`config.mk`:
```
export PLATFORM = sky130hd
export DESIGN_NAME = json_object_line_parser_core
export DESIGN_NICKNAME = d
export VERILOG_FILES = /design/src/design/jolp_pkg.sv /design/src/design/jolp_front.sv /design/src/design/jolp_queue.sv /design/src/design/jolp_back.sv /design/src/design/json_object_line_parser_core.sv
export VERILOG_INCLUDE_DIRS = /design/src /design/src/design
export SDC_FILE = /design/constraint.sdc
export NUM_CORES = 1
export LEC_CHECK = 0
export BUFFER_PORTS_ARGS = -buffer_cell sky130_fd_sc_hd__buf_2
export CAP_MARGIN = 20
export CORE_ASPECT_RATIO = 1.4
export CORE_UTILIZATION = 39
export DETAILED_ROUTE_END_ITERATION = 10
export PLACE_DENSITY_LB_ADDON = 0.15
export SYNTH_ARGS = -nofsm -noshare
export SYNTH_HDL_FRONTEND = slang
export SYNTH_SLANG_ARGS = --single-unit
```
`constraint.sdc`:
```
create_clock -name clk -period 14.87 [get_ports clk]
set_input_delay 0.7435 -clock clk [delete_from_list [all_inputs] [get_ports clk]]
set_output_delay 0.7435 -clock clk [all_outputs]
set_load 0.01 [all_outputs]
```
`src/design/json_object_line_parser_core_macros.svh`:
```
// Assertion macros shared by the line parser modules.
// No dependencies; included by the files that assert.
`ifndef JSON_OBJECT_LINE_PARSER_CORE_MACROS_SVH
`define JSON_OBJECT_LINE_PARSER_CORE_MACROS_SVH

// condition must never hold outside reset
`define JOLP_ASSERT_NEVER(lbl, clk, rst_n, cond, msg) \
  lbl: assert property (@(posedge clk) disable iff (!rst_n) !(cond)) \
    else $error(msg);

// same-cycle implication
`define JOLP_ASSERT_IMP(lbl, clk, rst_n, ante, cons, msg) \
  lbl: assert property (@(posedge clk) disable iff (!rst_n) (ante) |-> (cons)) \
    else $error(msg);

// next-cycle implication
`define JOLP_ASSERT_NEXT(lbl, clk, rst_n, ante, cons, msg) \
  lbl: assert property (@(posedge clk) disable iff (!rst_n) (ante) |=> (cons)) \
    else $error(msg);

`endif

```
`src/design/jolp_pkg.sv`:
```
// Types and codes for the JSON object line parser.
// No dependencies; imported by every module of the block.
package jolp_pkg;

  typedef struct packed {
    logic [7:0] in_byte;
    logic       end_of_text;
  } in_item_t;

  typedef struct packed {
    logic [3:0]  event_res;
    logic [7:0]  char_out;
    logic [31:0] number;
    logic [3:0]  error_code;
    logic        last_of_run;
  } out_item_t;

  // one result without its run marker
  typedef struct packed {
    logic [3:0]  event_res;
    logic [7:0]  char_out;
    logic [31:0] number;
    logic [3:0]  error_code;
  } res_t;

  localparam int MaxRun = 3;

  // all results caused by one byte
  typedef struct packed {
    logic [1:0]            cnt;
    res_t [MaxRun-1:0]     res;
  } run_t;

  localparam int QDepth = 4;
  localparam int QAw    = $clog2(QDepth);
  localparam int QCw    = QAw + 1;

  localparam logic [3:0] EV_KEY_BYTE  = 4'd0;
  localparam logic [3:0] EV_KEY_END   = 4'd1;
  localparam logic [3:0] EV_VAL_BYTE  = 4'd2;
  localparam logic [3:0] EV_VAL_END   = 4'd3;
  localparam logic [3:0] EV_ARR_START = 4'd4;
  localparam logic [3:0] EV_ELEMENT   = 4'd5;
  localparam logic [3:0] EV_ARR_END   = 4'd6;
  localparam logic [3:0] EV_DONE      = 4'd7;
  localparam logic [3:0] EV_ERROR     = 4'd8;

  localparam logic [3:0] ERR_NONE        = 4'd0;
  localparam logic [3:0] ERR_EXP_CHAR    = 4'd1;
  localparam logic [3:0] ERR_EXP_STRING  = 4'd2;
  localparam logic [3:0] ERR_BAD_ESC     = 4'd3;
  localparam logic [3:0] ERR_BAD_HEX     = 4'd4;
  localparam logic [3:0] ERR_UNI_BIG     = 4'd5;
  localparam logic [3:0] ERR_CTRL_CHAR   = 4'd6;
  localparam logic [3:0] ERR_UNTERM      = 4'd7;
  localparam logic [3:0] ERR_EXP_NUMBER  = 4'd8;
  localparam logic [3:0] ERR_OVERFLOW    = 4'd9;
  localparam logic [3:0] ERR_ARR_SEP     = 4'd10;
  localparam logic [3:0] ERR_UNSUPPORTED = 4'd11;
  localparam logic [3:0] ERR_FIELD_SEP   = 4'd12;
  localparam logic [3:0] ERR_TRAILING    = 4'd13;

  localparam logic [7:0]  CTRL_LIMIT = 8'h20;
  localparam logic [15:0] ASCII_MAX  = 16'h007f;

endpackage

```
`src/design/jolp_front.sv`:
```
// Front end: byte classifier and parse state machine; builds one run per byte.
// Depends on jolp_pkg and the assertion macro header.
`include "json_object_line_parser_core_macros.svh"

module jolp_front #(
  parameter int NUMBER_BITS = 32
) (
  input  logic              clk,
  input  logic              rst_n,
  input  logic              accept,
  input  jolp_pkg::in_item_t in_item,
  output logic              push,
  output jolp_pkg::run_t    run
);
  import jolp_pkg::*;

  localparam int PW   = NUMBER_BITS + 4;
  localparam int AccW = (NUMBER_BITS > 32) ? NUMBER_BITS : 32;

  localparam logic [7:0] CH_QUOTE  = 8'h22;
  localparam logic [7:0] CH_BSLASH = 8'h5c;
  localparam logic [7:0] CH_SLASH  = 8'h2f;
  localparam logic [7:0] CH_LBRACE = 8'h7b;
  localparam logic [7:0] CH_RBRACE = 8'h7d;
  localparam logic [7:0] CH_LBRACK = 8'h5b;
  localparam logic [7:0] CH_RBRACK = 8'h5d;
  localparam logic [7:0] CH_COLON  = 8'h3a;
  localparam logic [7:0] CH_COMMA  = 8'h2c;
  localparam logic [7:0] CH_B      = 8'h62;
  localparam logic [7:0] CH_F      = 8'h66;
  localparam logic [7:0] CH_N      = 8'h6e;
  localparam logic [7:0] CH_R      = 8'h72;
  localparam logic [7:0] CH_T      = 8'h74;
  localparam logic [7:0] CH_U      = 8'h75;

  typedef enum logic [16:0] {
    PH_OPEN        = 17'h00001,
    PH_FIRST_KEY   = 17'h00002,
    PH_KEY         = 17'h00004,
    PH_KSTR        = 17'h00008,
    PH_KESC        = 17'h00010,
    PH_KHEX        = 17'h00020,
    PH_COLON       = 17'h00040,
    PH_VALUE       = 17'h00080,
    PH_VSTR        = 17'h00100,
    PH_VESC        = 17'h00200,
    PH_VHEX        = 17'h00400,
    PH_ARR_FIRST   = 17'h00800,
    PH_ARR_NEXT    = 17'h01000,
    PH_NUM         = 17'h02000,
    PH_AFTER_NUM   = 17'h04000,
    PH_AFTER_VALUE = 17'h08000,
    PH_TRAIL       = 17'h10000
  } phase_t;

  phase_t                 phase_r, phase_nxt;
  logic [2:0]             hex_left_r, hex_left_nxt;
  logic [15:0]            cp_r, cp_nxt;
  logic [NUMBER_BITS-1:0] acc_r, acc_nxt;
  logic                   skip_r, skip_nxt;

  logic [7:0]    c;
  logic          last;
  logic          is_ws, is_dig, is_hex, val_str, do_after;
  logic [3:0]    hex_v, err;
  logic [7:0]    esc_d;
  logic [15:0]   cp_shift;
  logic [PW-1:0] prod;
  logic [AccW-1:0] acc_ext;
  logic [1:0]    n;

  function automatic res_t mk_res(logic [3:0] ev, logic [7:0] ch, logic [31:0] num,
                                  logic [3:0] ec);
    res_t r;
    r.event_res  = ev;
    r.char_out   = ch;
    r.number     = num;
    r.error_code = ec;
    return r;
  endfunction

  function automatic logic [3:0] end_code(phase_t p);
    logic [3:0] e;
    case (p)
      PH_OPEN, PH_COLON:         e = ERR_EXP_CHAR;
      PH_FIRST_KEY, PH_KEY:      e = ERR_EXP_STRING;
      PH_VALUE:                  e = ERR_UNSUPPORTED;
      PH_ARR_FIRST, PH_ARR_NEXT: e = ERR_EXP_NUMBER;
      default:                   e = ERR_UNTERM;
    endcase
    return e;
  endfunction

  assign c        = in_item.in_byte;
  assign last     = in_item.end_of_text;
  assign is_ws    = c inside {8'h20, [8'h09:8'h0d]};
  assign is_dig   = c inside {[8'h30:8'h39]};
  assign is_hex   = is_dig || (c inside {[8'h41:8'h46], [8'h61:8'h66]});
  assign hex_v    = is_dig ? c[3:0] : (c[3:0] + 4'd9);
  assign cp_shift = {cp_r[11:0], hex_v};
  assign prod     = (PW'(acc_r) << 3) + (PW'(acc_r) << 1) + PW'(c[3:0]);
  assign val_str  = (phase_r == PH_VSTR) || (phase_r == PH_VESC) || (phase_r == PH_VHEX);

  always_comb begin
    phase_nxt    = phase_r;
    hex_left_nxt = hex_left_r;
    cp_nxt       = cp_r;
    acc_nxt      = acc_r;
    skip_nxt     = skip_r;
    err          = ERR_NONE;
    do_after     = 1'b0;
    esc_d        = c;
    n            = 2'd0;
    run          = '0;
    acc_ext      = AccW'(acc_r);

    if (!skip_r) begin
      case (phase_r)
        PH_OPEN: begin
          if (c == CH_LBRACE) phase_nxt = PH_FIRST_KEY;
          else if (!is_ws) err = ERR_EXP_CHAR;
        end
        PH_FIRST_KEY, PH_KEY: begin
          if (is_ws) begin
          end else if (c == CH_RBRACE && phase_r == PH_FIRST_KEY) begin
            phase_nxt = PH_TRAIL;
          end else if (c == CH_QUOTE) begin
            phase_nxt = PH_KSTR;
          end else begin
            err = ERR_EXP_STRING;
          end
        end
        PH_KSTR, PH_VSTR: begin
          if (c == CH_QUOTE) begin
            run.res[n] = mk_res(val_str ? EV_VAL_END : EV_KEY_END, 8'd0, 32'd0, ERR_NONE);
            n = n + 2'd1;
            phase_nxt = val_str ? PH_AFTER_VALUE : PH_COLON;
          end else if (c == CH_BSLASH) begin
            phase_nxt = val_str ? PH_VESC : PH_KESC;
          end else if (c < CTRL_LIMIT) begin
            err = ERR_CTRL_CHAR;
          end else begin
            run.res[n] = mk_res(val_str ? EV_VAL_BYTE : EV_KEY_BYTE, c, 32'd0, ERR_NONE);
            n = n + 2'd1;
          end
        end
        PH_KESC, PH_VESC: begin
          case (c)
            CH_QUOTE, CH_BSLASH, CH_SLASH: esc_d = c;
            CH_B:    esc_d = 8'h08;
            CH_F:    esc_d = 8'h0c;
            CH_N:    esc_d = 8'h0a;
            CH_R:    esc_d = 8'h0d;
            CH_T:    esc_d = 8'h09;
            CH_U:    esc_d = c;
            default: err = ERR_BAD_ESC;
          endcase
          if (c == CH_U) begin
            hex_left_nxt = 3'd4;
            cp_nxt       = 16'd0;
            phase_nxt    = val_str ? PH_VHEX : PH_KHEX;
          end else if (err == ERR_NONE) begin
            run.res[n] = mk_res(val_str ? EV_VAL_BYTE : EV_KEY_BYTE, esc_d, 32'd0, ERR_NONE);
            n = n + 2'd1;
            phase_nxt = val_str ? PH_VSTR : PH_KSTR;
          end
        end
        PH_KHEX, PH_VHEX: begin
          if (!is_hex) begin
            err = ERR_BAD_HEX;
          end else begin
            cp_nxt       = cp_shift;
            hex_left_nxt = hex_left_r - 3'd1;
            if (hex_left_nxt == 3'd0) begin
              if (cp_shift > ASCII_MAX) begin
                err = ERR_UNI_BIG;
              end else begin
                run.res[n] = mk_res(val_str ? EV_VAL_BYTE : EV_KEY_BYTE, cp_shift[7:0],
                                    32'd0, ERR_NONE);
                n = n + 2'd1;
                phase_nxt = val_str ? PH_VSTR : PH_KSTR;
              end
            end
          end
        end
        PH_COLON: begin
          if (c == CH_COLON) phase_nxt = PH_VALUE;
          else if (!is_ws) err = ERR_EXP_CHAR;
        end
        PH_VALUE: begin
          if (is_ws) begin
          end else if (c == CH_QUOTE) begin
            phase_nxt = PH_VSTR;
          end else if (c == CH_LBRACK) begin
            run.res[n] = mk_res(EV_ARR_START, 8'd0, 32'd0, ERR_NONE);
            n = n + 2'd1;
            phase_nxt = PH_ARR_FIRST;
          end else begin
            err = ERR_UNSUPPORTED;
          end
        end
        PH_ARR_FIRST, PH_ARR_NEXT: begin
          if (is_ws) begin
          end else if (c == CH_RBRACK && phase_r == PH_ARR_FIRST) begin
            run.res[n] = mk_res(EV_ARR_END, 8'd0, 32'd0, ERR_NONE);
            n = n + 2'd1;
            phase_nxt = PH_AFTER_VALUE;
          end else if (is_dig) begin
            acc_nxt   = NUMBER_BITS'(c[3:0]);
            phase_nxt = PH_NUM;
          end else begin
            err = ERR_EXP_NUMBER;
          end
        end
        PH_NUM: begin
          if (is_dig) begin
            if (|prod[PW-1:NUMBER_BITS]) err = ERR_OVERFLOW;
            else acc_nxt = prod[NUMBER_BITS-1:0];
          end else begin
            run.res[n] = mk_res(EV_ELEMENT, 8'd0, acc_ext[31:0], ERR_NONE);
            n = n + 2'd1;
            acc_nxt = '0;
            if (is_ws) phase_nxt = PH_AFTER_NUM;
            else do_after = 1'b1;
          end
        end
        PH_AFTER_NUM: begin
          if (!is_ws) do_after = 1'b1;
        end
        PH_AFTER_VALUE: begin
          if (is_ws) begin
          end else if (c == CH_RBRACE) begin
            phase_nxt = PH_TRAIL;
          end else if (c == CH_COMMA) begin
            phase_nxt = PH_KEY;
          end else begin
            err = ERR_FIELD_SEP;
          end
        end
        PH_TRAIL: begin
          if (!is_ws) err = ERR_TRAILING;
        end
        default: err = ERR_EXP_CHAR;
      endcase

      if (do_after) begin
        if (c == CH_RBRACK) begin
          run.res[n] = mk_res(EV_ARR_END, 8'd0, 32'd0, ERR_NONE);
          n = n + 2'd1;
          phase_nxt = PH_AFTER_VALUE;
        end else if (c == CH_COMMA) begin
          phase_nxt = PH_ARR_NEXT;
        end else begin
          err = ERR_ARR_SEP;
        end
      end

      acc_ext = AccW'(acc_nxt);
      if (err != ERR_NONE) begin
        run.res[n] = mk_res(EV_ERROR, 8'd0, 32'd0, err);
        n = n + 2'd1;
        skip_nxt = 1'b1;
      end else if (last) begin
        if (phase_nxt == PH_TRAIL) begin
          run.res[n] = mk_res(EV_DONE, 8'd0, 32'd0, ERR_NONE);
          n = n + 2'd1;
        end else begin
          if (phase_nxt == PH_NUM) begin
            run.res[n] = mk_res(EV_ELEMENT, 8'd0, acc_ext[31:0], ERR_NONE);
            n = n + 2'd1;
          end
          run.res[n] = mk_res(EV_ERROR, 8'd0, 32'd0, end_code(phase_nxt));
          n = n + 2'd1;
        end
      end
    end

    if (last) begin
      phase_nxt    = PH_OPEN;
      hex_left_nxt = 3'd0;
      cp_nxt       = 16'd0;
      acc_nxt      = '0;
      skip_nxt     = 1'b0;
    end
    run.cnt = n;
  end

  assign push = accept && (run.cnt != 2'd0);

  always_ff @(posedge clk) begin
    if (!rst_n) begin
      phase_r    <= PH_OPEN;
      hex_left_r <= 3'd0;
      cp_r       <= 16'd0;
      acc_r      <= '0;
      skip_r     <= 1'b0;
    end else if (accept) begin
      phase_r    <= phase_nxt;
      hex_left_r <= hex_left_nxt;
      cp_r       <= cp_nxt;
      acc_r      <= acc_nxt;
      skip_r     <= skip_nxt;
    end
  end

  `JOLP_ASSERT_IMP(a_skip_silent, clk, rst_n, accept && skip_r, !push, "item while skipping gave results")

endmodule

```
`src/design/jolp_queue.sv`:
```
// Run queue between front and back: four entries of whole per-byte runs.
// Depends on jolp_pkg and the assertion macro header.
`include "json_object_line_parser_core_macros.svh"

module jolp_queue (
  input  logic           clk,
  input  logic           rst_n,
  input  logic           push,
  input  jolp_pkg::run_t wr_run,
  output logic           full,
  input  logic           pop,
  output logic           q_valid,
  output jolp_pkg::run_t head
);
  import jolp_pkg::*;

  run_t           mem_r [QDepth];
  logic [QAw-1:0] wr_ptr_r, wr_ptr_nxt;
  logic [QAw-1:0] rd_ptr_r, rd_ptr_nxt;
  logic [QCw-1:0] cnt_r, cnt_nxt;
  logic           do_push, do_pop;

  assign full    = (cnt_r == QCw'(QDepth));
  assign q_valid = (cnt_r != '0);
  assign head    = mem_r[rd_ptr_r];
  assign do_push = push && !full;
  assign do_pop  = pop && q_valid;

  always_comb begin
    wr_ptr_nxt = do_push ? wr_ptr_r + 1'b1 : wr_ptr_r;
    rd_ptr_nxt = do_pop ? rd_ptr_r + 1'b1 : rd_ptr_r;
    cnt_nxt    = cnt_r + QCw'(do_push) - QCw'(do_pop);
  end

  always_ff @(posedge clk) begin
    if (do_push) mem_r[wr_ptr_r] <= wr_run;
  end

  always_ff @(posedge clk) begin
    if (!rst_n) begin
      wr_ptr_r <= '0;
      rd_ptr_r <= '0;
      cnt_r    <= '0;
    end else begin
      wr_ptr_r <= wr_ptr_nxt;
      rd_ptr_r <= rd_ptr_nxt;
      cnt_r    <= cnt_nxt;
    end
  end

  `JOLP_ASSERT_NEVER(a_no_push_full, clk, rst_n, push && full, "run pushed into full queue")
  `JOLP_ASSERT_NEVER(a_cnt_bound, clk, rst_n, cnt_r > QCw'(QDepth), "queue count beyond depth")

endmodule

```
`src/design/jolp_back.sv`:
```
// Back end: output register that hands out the results of each run one at a time.
// Depends on jolp_pkg and the assertion macro header.
`include "json_object_line_parser_core_macros.svh"

module jolp_back (
  input  logic                clk,
  input  logic                rst_n,
  input  logic                q_valid,
  input  jolp_pkg::run_t      head,
  output logic                q_pop,
  output logic                out_empty,
  input  logic                out_pop,
  output jolp_pkg::out_item_t out_item
);
  import jolp_pkg::*;

  run_t       run_r, run_nxt;
  logic [1:0] idx_r, idx_nxt;
  logic       valid_r, valid_nxt;
  logic       last_res, take;
  res_t       cur;

  assign last_res  = (idx_r == run_r.cnt - 2'd1);
  assign take      = valid_r && out_pop;
  assign q_pop     = q_valid && (!valid_r || (take && last_res));
  assign out_empty = !valid_r;
  assign cur       = run_r.res[idx_r];

  always_comb begin
    out_item.event_res   = cur.event_res;
    out_item.char_out    = cur.char_out;
    out_item.number      = cur.number;
    out_item.error_code  = cur.error_code;
    out_item.last_of_run = last_res;
  end

  always_comb begin
    run_nxt   = run_r;
    idx_nxt   = idx_r;
    valid_nxt = valid_r;
    if (q_pop) begin
      run_nxt   = head;
      idx_nxt   = 2'd0;
      valid_nxt = 1'b1;
    end else if (take) begin
      if (last_res) valid_nxt = 1'b0;
      else idx_nxt = idx_r + 2'd1;
    end
  end

  always_ff @(posedge clk) begin
    run_r <= run_nxt;
  end

  always_ff @(posedge clk) begin
    if (!rst_n) begin
      idx_r   <= 2'd0;
      valid_r <= 1'b0;
    end else begin
      idx_r   <= idx_nxt;
      valid_r <= valid_nxt;
    end
  end

  `JOLP_ASSERT_IMP(a_idx_in_run, clk, rst_n, valid_r, (run_r.cnt != 2'd0) && (idx_r < run_r.cnt), "result index outside run")
  `JOLP_ASSERT_NEXT(a_load_when_idle, clk, rst_n, !valid_r && q_valid, valid_r, "waiting run not loaded")

endmodule

```
`src/design/json_object_line_parser_core.sv`:
```
// Top level of the JSON object line parser: front, run queue and back.
// Depends on jolp_pkg, jolp_front, jolp_queue and jolp_back.
//
//  channel | direction | handshake         | payload
//  in_     | in        | in_push / in_full | in_item  (in_byte, end_of_text)
//  out_    | out       | out_pop / out_empty | out_item (event, char, number, error, last)
//
//  One byte is taken per cycle while the run queue has room; its results leave
//  one per cycle from the output register while out_pop is high, so a byte with
//  three results holds the output side for all three. The four-entry run queue
//  absorbs this. Bytes with no result never enter the queue. out_pop low stalls
//  only the back end until the queue fills, then in_full rises.
module json_object_line_parser_core #(
  parameter int NUMBER_BITS = 32
) (
  input  logic                clk,
  input  logic                rst_n,
  input  logic                in_push,
  output logic                in_full,
  input  jolp_pkg::in_item_t  in_item,
  output logic                out_empty,
  input  logic                out_pop,
  output jolp_pkg::out_item_t out_item
);
  import jolp_pkg::*;

  logic accept, f_push, q_full, q_valid, q_pop;
  run_t f_run, q_head;

  assign in_full = q_full;
  assign accept  = in_push && !q_full;

  jolp_front #(
    .NUMBER_BITS(NUMBER_BITS)
  ) u_front (
    .clk    (clk),
    .rst_n  (rst_n),
    .accept (accept),
    .in_item(in_item),
    .push   (f_push),
    .run    (f_run)
  );

  jolp_queue u_queue (
    .clk    (clk),
    .rst_n  (rst_n),
    .push   (f_push),
    .wr_run (f_run),
    .full   (q_full),
    .pop    (q_pop),
    .q_valid(q_valid),
    .head   (q_head)
  );

  jolp_back u_back (
    .clk      (clk),
    .rst_n    (rst_n),
    .q_valid  (q_valid),
    .head     (q_head),
    .q_pop    (q_pop),
    .out_empty(out_empty),
    .out_pop  (out_pop),
    .out_item (out_item)
  );

endmodule
```
Word level (Yosys, flattened, before mapping)

Memory sizes are Yosys's and may differ from the RTL's. A register that Yosys moved wholly into a read port is not among the register bits.
Index checks and enable logic that the tools add are counted.
W data, S select, Z words.

Register bits after elaboration: 75
Bits in writable memories: 584
Input port bits: 13
Memories kept: 1

Memories:

| name          | words | width | read ports | clocked after memory_dff | write ports | RTL line         | source |
|---|---|---|---|---|---|---|---|
| u_queue.mem_r | 4     | 146   | 1          | 1                        | 1           | jolp_queue.sv:17 | `run_t mem_r [QDepth];` |

$add $sub $neg: 13
Magnitude comparators: 17
Equal/unequal tests: 47
Mux-type cells: 173
Bitwise logic cells: 8
Reduce and logical (&&, ||, !) cells: 47

Operators by type and width:

| kind                 | count |
|---|---|
| $mux W144            | 12 |
| $mux W48             | 15 |
| $mux W17             | 29 |
| $bwmux W144          | 3 |
| $demux W48 S2        | 3 |
| $pmux W48 S6         | 1 |
| $mux W32             | 8 |
| $pmux W17 S10        | 1 |
| $mux W47             | 3 |
| $and A46 B138 Y138   | 1 |
| $not A138 Y138       | 1 |
| $and A135 B135 Y135  | 1 |
| $not A135 Y135       | 1 |
| $mux W4              | 31 |
| $bmux W48 S2         | 1 |
| $eq A8 B7 Y1 const B | 11 |
| $pmux W32 S2         | 1 |
| $mux W2              | 25 |
| $mux W12             | 4 |
| $pmux W4 S12         | 1 |
| $mux W46             | 1 |
| $eq A8 B6 Y1 const B | 5 |
| $pmux W8 S5          | 1 |
| $add A35 B33 Y36     | 1 |
| other kinds (65)     | 144 |

Depth between registers and ports, before layout

Depth after elaboration: 30
Gate-level depth with buffers: 28
Mapped depth without buffers: 26

By module

A second synthesis with hierarchy kept.

Cell total of the unflattened synthesis: 2429
Area, all modules: 36437.4 um2

Modules (own cells, without submodules):

| module                       | times used | cells an instance | area each (um2) | seq. area each (um2) |
|---|---|---|---|---|
| jolp_queue                   | 1          | 811               | 21510.6         | 17717.0 |
| jolp_front                   | 1          | 1282              | 9270.1          | 1301.2 |
| jolp_back                    | 1          | 335               | 5642.9          | 4444.3 |
| json_object_line_parser_core | 1          | 1                 | 13.8            | 0.0 |

Worst setup path before layout

No wires, ideal clock.

Path type: register to register
From: reg u_back.idx_r[1]
To: reg u_queue.cnt_r[2]
Setup time: 0.115 ns
Arrival time: 9.525 ns
Data required time: 14.755 ns
Path slack: 5.230 ns
Stages on the path, launching flop included: 15
Period minus slack after synthesis: 9.640 ns
Path through: dfxtp_1 clkbuf_1 xnor2_1 nand2_1 o21ai_0 nand2_1 a21oi_1 ha_1 inv_1 ha_1 inv_1 fa_1 xnor2_1 xnor2_1 and2_1

Cells in the longest elaborated chain, start to end: 6

RTL lines:

| item                      | RTL line                           | source |
|---|---|---|
| from (decl)               | jolp_back.sv:18                    | `logic [1:0] idx_r, idx_nxt;` |
| from (signal assigned)    | jolp_back.sv:60                    | `idx_r <= idx_nxt;` |
| $eq A2 B2 Y1              | jolp_back.sv:23                    | `assign last_res = (idx_r == run_r.cnt - 2'd1);` |
| named net u_back.last_res | jolp_back.sv:20                    | `logic last_res, take;` |
| $logic_and A1 B1 Y1       | jolp_back.sv:25                    | `assign q_pop = q_valid && (!valid_r \|\| (take && last_res));` |
| $logic_or A1 B1 Y1        | jolp_back.sv:25                    |  |
| $logic_and A1 B1 Y1       | jolp_back.sv:25                    |  |
| named net q_pop           | json_object_line_parser_core.sv:27 | `logic accept, f_push, q_full, q_valid, q_pop;` |
| $logic_and A1 B1 Y1       | jolp_queue.sv:27                   | `assign do_pop = pop && q_valid;` |
| $sub A3 B1 Y3             | jolp_queue.sv:32                   | `cnt_nxt = cnt_r + QCw'(do_push) - QCw'(do_pop);` |
| to (signal assigned)      | jolp_queue.sv:47                   | `cnt_r <= cnt_nxt;` |
| to (decl)                 | jolp_queue.sv:20                   | `logic [QCw-1:0] cnt_r, cnt_nxt;` |

The timed path passes the listed nets, and every way through them passes these cells.
A chain may end at the register's enable or synchronous reset.

Worst setup path after layout

From: reg u_front.phase_r[4]
To: mem u_queue.mem_r[0][122] (netlist bit), enable pin

Cells in the longest elaborated chain, start to end: 28
Elaborated cells on any way between the ends: 96

RTL lines:

| item                                                   | RTL line                             | source |
|---|---|---|
| from (decl)                                            | jolp_front.sv:56                     | `phase_t phase_r, phase_nxt;` |
| from (signal assigned)                                 | jolp_front.sv:298                    | `phase_r <= phase_nxt;` |
| $eq A17 B9 Y1 / $eq A17 B10 Y1 (equally long branches) | jolp_front.sv:102, jolp_front.sv:118 |  |
| $logic_or A1 B1 Y1 (2 in a row)                        | jolp_front.sv:102                    | `assign val_str = (phase_r == PH_VSTR) \|\| (phase_r == PH_VESC) \|\| (phase_r == PH_VHEX);` |
| $mux W9                                                | jolp_front.sv:165, jolp_front.sv:181 |  |
| $mux W17                                               | jolp_front.sv:175                    | `if (cp_shift > ASCII_MAX) begin` |
| $mux W17                                               | jolp_front.sv:174                    | `if (hex_left_nxt == 3'd0) begin` |
| $mux W17                                               | jolp_front.sv:169                    | `if (!is_hex) begin` |
| $pmux W17 S10                                          | jolp_front.sv:118                    | `case (phase_r)` |
| $mux W17                                               | jolp_front.sv:251                    | `end else if (c == CH_COMMA) begin` |
| [12 not listed]                                        | -                                    |  |
| $mux W2 (*)                                            | jolp_front.sv:259                    | `if (err != ERR_NONE) begin` |
| $mux W2 (*)                                            | jolp_front.sv:117                    | `if (!skip_r) begin` |
| $reduce_bool A2 Y1 (*)                                 | jolp_front.sv:288                    | `assign push = accept && (run.cnt != 2'd0);` |
| $logic_and A1 B1 Y1 (*)                                | jolp_front.sv:288                    |  |
| $logic_and A1 B1 Y1 (*)                                | jolp_queue.sv:26                     | `assign do_push = push && !full;` |
| named net u_queue.do_push                              | jolp_queue.sv:21                     | `logic do_push, do_pop;` |
| $mux W1 (*)                                            | jolp_queue.sv:36                     | `if (do_push) mem_r[wr_ptr_r] <= wr_run;` |
| $mux W1 (implied by the code) (*)                      | jolp_queue.sv:36                     |  |
| to (decl)                                              | jolp_queue.sv:17                     |  |

The timed path passes the listed nets; every way through them passes the cells marked *. The select of a mux whose other input is x is not followed.

==> flow_summary_export.csv <==
group,metric,value,unit
placed_design,finalWeightedCongestion,0.8603,
job,max-cap-violations,0,
status,outcome,"finished, final reports clean",
cts,cts_tree,"built",
detailed_routing,routed_wl,86.82,mm
global_route,overflow,0,
setup_path,worstSetupEndpoint,"u_queue.mem_r[0][122]$_DFFE_PP_",
detailed_routing,dr_total_vias,19623,
yosys,synth.avg_cell_area,14.43,sq um
floorplan,die_h,344.5,microns
global_route,grtUsageTotal,20.70,%
worst_hold_path,hold_path.class,"reg2reg",
layout,syn2layout_area_growth,11.87,%
cts,postCtsSetupBuffers,0,
yosys,syn_nets,2363,
placed_design,hpwl,56.34,mm
yosys,synth.largest_area_cell,"edfxtp_1",
detailed_routing,drc,0,
setup_path,start_kind,"flip-flop",
yosys,synth_seq_area_share,63.87,%
sta,setup_viol,0,
setup_path,cp.arrival,8.38,ns
sta,slew_headroom,25.19,%
floorplan,start_util,39.42,%
cts,cts.htree.levels,3,
setup_path,r2r_start,"u_front.phase_r[4]$_SDFFE_PN0P_",
cts,clk_latency,0.63,ns
yosys,post-synth-top-count-cell,"edfxtp_1",
setup_path,rr_endpoint,"u_queue.mem_r[0][122]$_DFFE_PP_",
global_route,grt_pass1_vias,20630,
cts,cts_made_buffers,74,
detailed_routing,wire_per_inst,25.17,microns
sta,fin_tns_setup,0,ns
floorplan,dieArea,0.08496,sq mm
floorplan,io_pins,64,
yosys,yosysTopAreaCellShare,59.28,%
yosys,yosys-top-cells-area,"edfxtp_1 59%, mux4_2 8.9%, dfxtp_1 4.6%",
cts,cts_hold_buf,0,
setup_path,crit_fanout,46,
setup_path,r2r_setup_slack,6.74,ns
global_route,antenna_found_initial,0,
power_and_ir_drop,power.leakage,12.82,nW
yosys,syn_area,0.03268,sq mm
yosys,postSynth.asyncResetShare,0,%
sta,hold_violations,0,
detailed_routing,first_pass_iters,5,
yosys,ys.flop_type,"edfxtp_1",
sta,maxSlewViolCount,0,
sta,rsz0062_at_grt,"false",
cts,ctsResizeCount,0,
cts,cts-root-buf,"clkbuf_16",
sta,clock_skew,0.02194,ns
setup_path,endpoint_kind,"flip-flop",
detailed_routing,via_per_inst,5.689,
cts,cts.sinks,720,
setup_path,startpoint,"u_front.phase_r[4]$_SDFFE_PN0P_",
yosys,yosys-top-cells-count,"645 x edfxtp_1, 156 x nand2_1, 129 x mux4_2",
global_route,grt_max_degree,134,
detailed_routing,drtAntennaViolNets,0,
layout,drive_above_1_share,15.82,%
power_and_ir_drop,p_per_area,151.3,mW/mm^2
placed_design,port_buffers,63,
cts,clockBufferDepth,3,
sta,clock.fmax,123.0,MHz
setup_path,reg2reg_depth,17,
detailed_routing,dr.first_iter.drc_count,1254,
power_and_ir_drop,ir_drop,0.1634,mV
cts,path_clk_slew,0.06,ns
layout,diodes,0,
yosys,syn_inst,2264,
setup_path,crit_required,15.12,ns
yosys,ys_ff_latch,720,
sta,fin_crit_sh,54.67,%
global_route,grt_pass1_wl,130.3,mm
floorplan,core,0.08289,sq mm
setup_path,critPathKind,"reg2reg",
sta,setup_ws,6.740,ns
floorplan,die_w,246.6,microns
yosys,yosysWarnings,0,
yosys,ys_types,88,
layout,nets,2408,
sta,finalCriticalPeriod,8.130,ns
sta,tightest_slew,1.122,ns
yosys,synth_edf_count,645,
floorplan,row_count,125,
placed_design,place_worst_setup_slack,6.144,ns
==> registers in the layout, summed over array words and instances (netlist names) <==
register / cells
u_back.run_r: 129
u_back.idx_r: 2
u_queue.mem_r: 516
u_front.phase_r: 17
u_queue.wr_ptr_r: 2
u_front.acc_r: 32
u_queue.cnt_r: 3
u_front.hex_left_r: 3
u_queue.rd_ptr_r: 2
u_back.valid_r: 1
u_front.cp_r: 12
u_front.skip_r: 1
==> worst min-delay path by stage <==
stage,start,endpoint,slack [ns],cells past startpoint
floorplan,u_front.hex_left_r[2]$_SDFFE_PN0P_,u_front.hex_left_r[2]$_SDFFE_PN0P_,0.43,2
detailed placement,u_front.cp_r[9]$_SDFFE_PN0P_,u_front.cp_r[9]$_SDFFE_PN0P_,0.46,2
finish,u_front.cp_r[9]$_SDFFE_PN0P_,u_front.cp_r[9]$_SDFFE_PN0P_,0.46,2
global placement,u_front.hex_left_r[2]$_SDFFE_PN0P_,u_front.hex_left_r[2]$_SDFFE_PN0P_,0.44,2
CTS,u_front.cp_r[9]$_SDFFE_PN0P_,u_front.cp_r[9]$_SDFFE_PN0P_,0.46,2
global route,u_front.hex_left_r[2]$_SDFFE_PN0P_,u_front.hex_left_r[2]$_SDFFE_PN0P_,0.50,2
==> cell families (layout without fill, tap and decap cells) <==
family | count (synthesis) | count (layout) | synth area share, %
flops | 720 | 720 | 63.87
fa+ha+maj | 86 | 86 | 3.362
buf+inv | 173 | 279 | 2.133
xor+xnor | 52 | 52 | 1.394
mux | 174 | 174 | 10.27
simple gates | 616 | 616 | 9.944
compound gates | 443 | 443 | 9.022
==> stage by stage <==
stage	area, sq um	instances	total power, mW	utilization (%)	hold WS, ns
floorplan	32680	2264	3.434	-	0.4324
global placement	34130	3310	3.773	41.18	0.4434
detailed placement	34160	3312	3.792	41.21	0.4551
CTS	36550	3449	5.629	44.10	0.4638
global route	36550	3449	5.775	44.10	0.5018
finish	36550	3449	5.531	44.10	0.4606
==> routing by layer <==
metal  vias to the layer above  GRT usage (%)  share of wire [%]
li1                       8926              -                  -
met1                     10099          24.81                 41
met2                       444          37.28                 52
met3                       154          2.451                3.1
met4                         0          8.912                4.0
met5                         -              0                  0
==> power breakdown <==
part | switching, mW | leakage (nW) | internal [mW]
logic | 0.581 | 4.38 | 0.386
clock network | 0.795 | 1.15 | 1.03
registers | 0.125 | 7.30 | 2.61
==> cell usage in the layout (no fill, tap or decap), drive strengths merged, types with 44 or more instances in the layout <==
cell,instances
nor2,124
dfxtp,75
a21oi,85
o21ai,117
a22oi,46
mux4,129
clkbuf,98
buf,98
mux2i,44
inv,48
edfxtp,645
nor2b,71
nand2,156
and2,57
ha,83
==> critical path, cell delays in order (launching register included) <==
cell and delay, ns:
dfxtp_1 0.44, nor4_2 0.75, nand4_1 0.54, o22ai_2 0.33, nor4_1 0.14, or4_1 0.56, or3_1 0.38, a211o_1 0.38
nor4_4 0.40, nand4_2 0.43, xnor2_1 0.30, ha_1 0.31, nand4b_1 0.10, o211ai_1 0.16, a21oi_2 0.39, and2_4 0.68
buf_4 0.74, buf_4 0.66
==> final cells by class <==
class                   instances  area, sq um
fillers                      7450        46340
flip-flops and latches        720        20880
well taps                    1079         1350
multi-input cells            1371        11160
clock buffers                  98         1962
repair buffers                 98        598.1
clock inverters                39        434.2
inverters                      44        165.2
(Power assumes the default switching activity.)
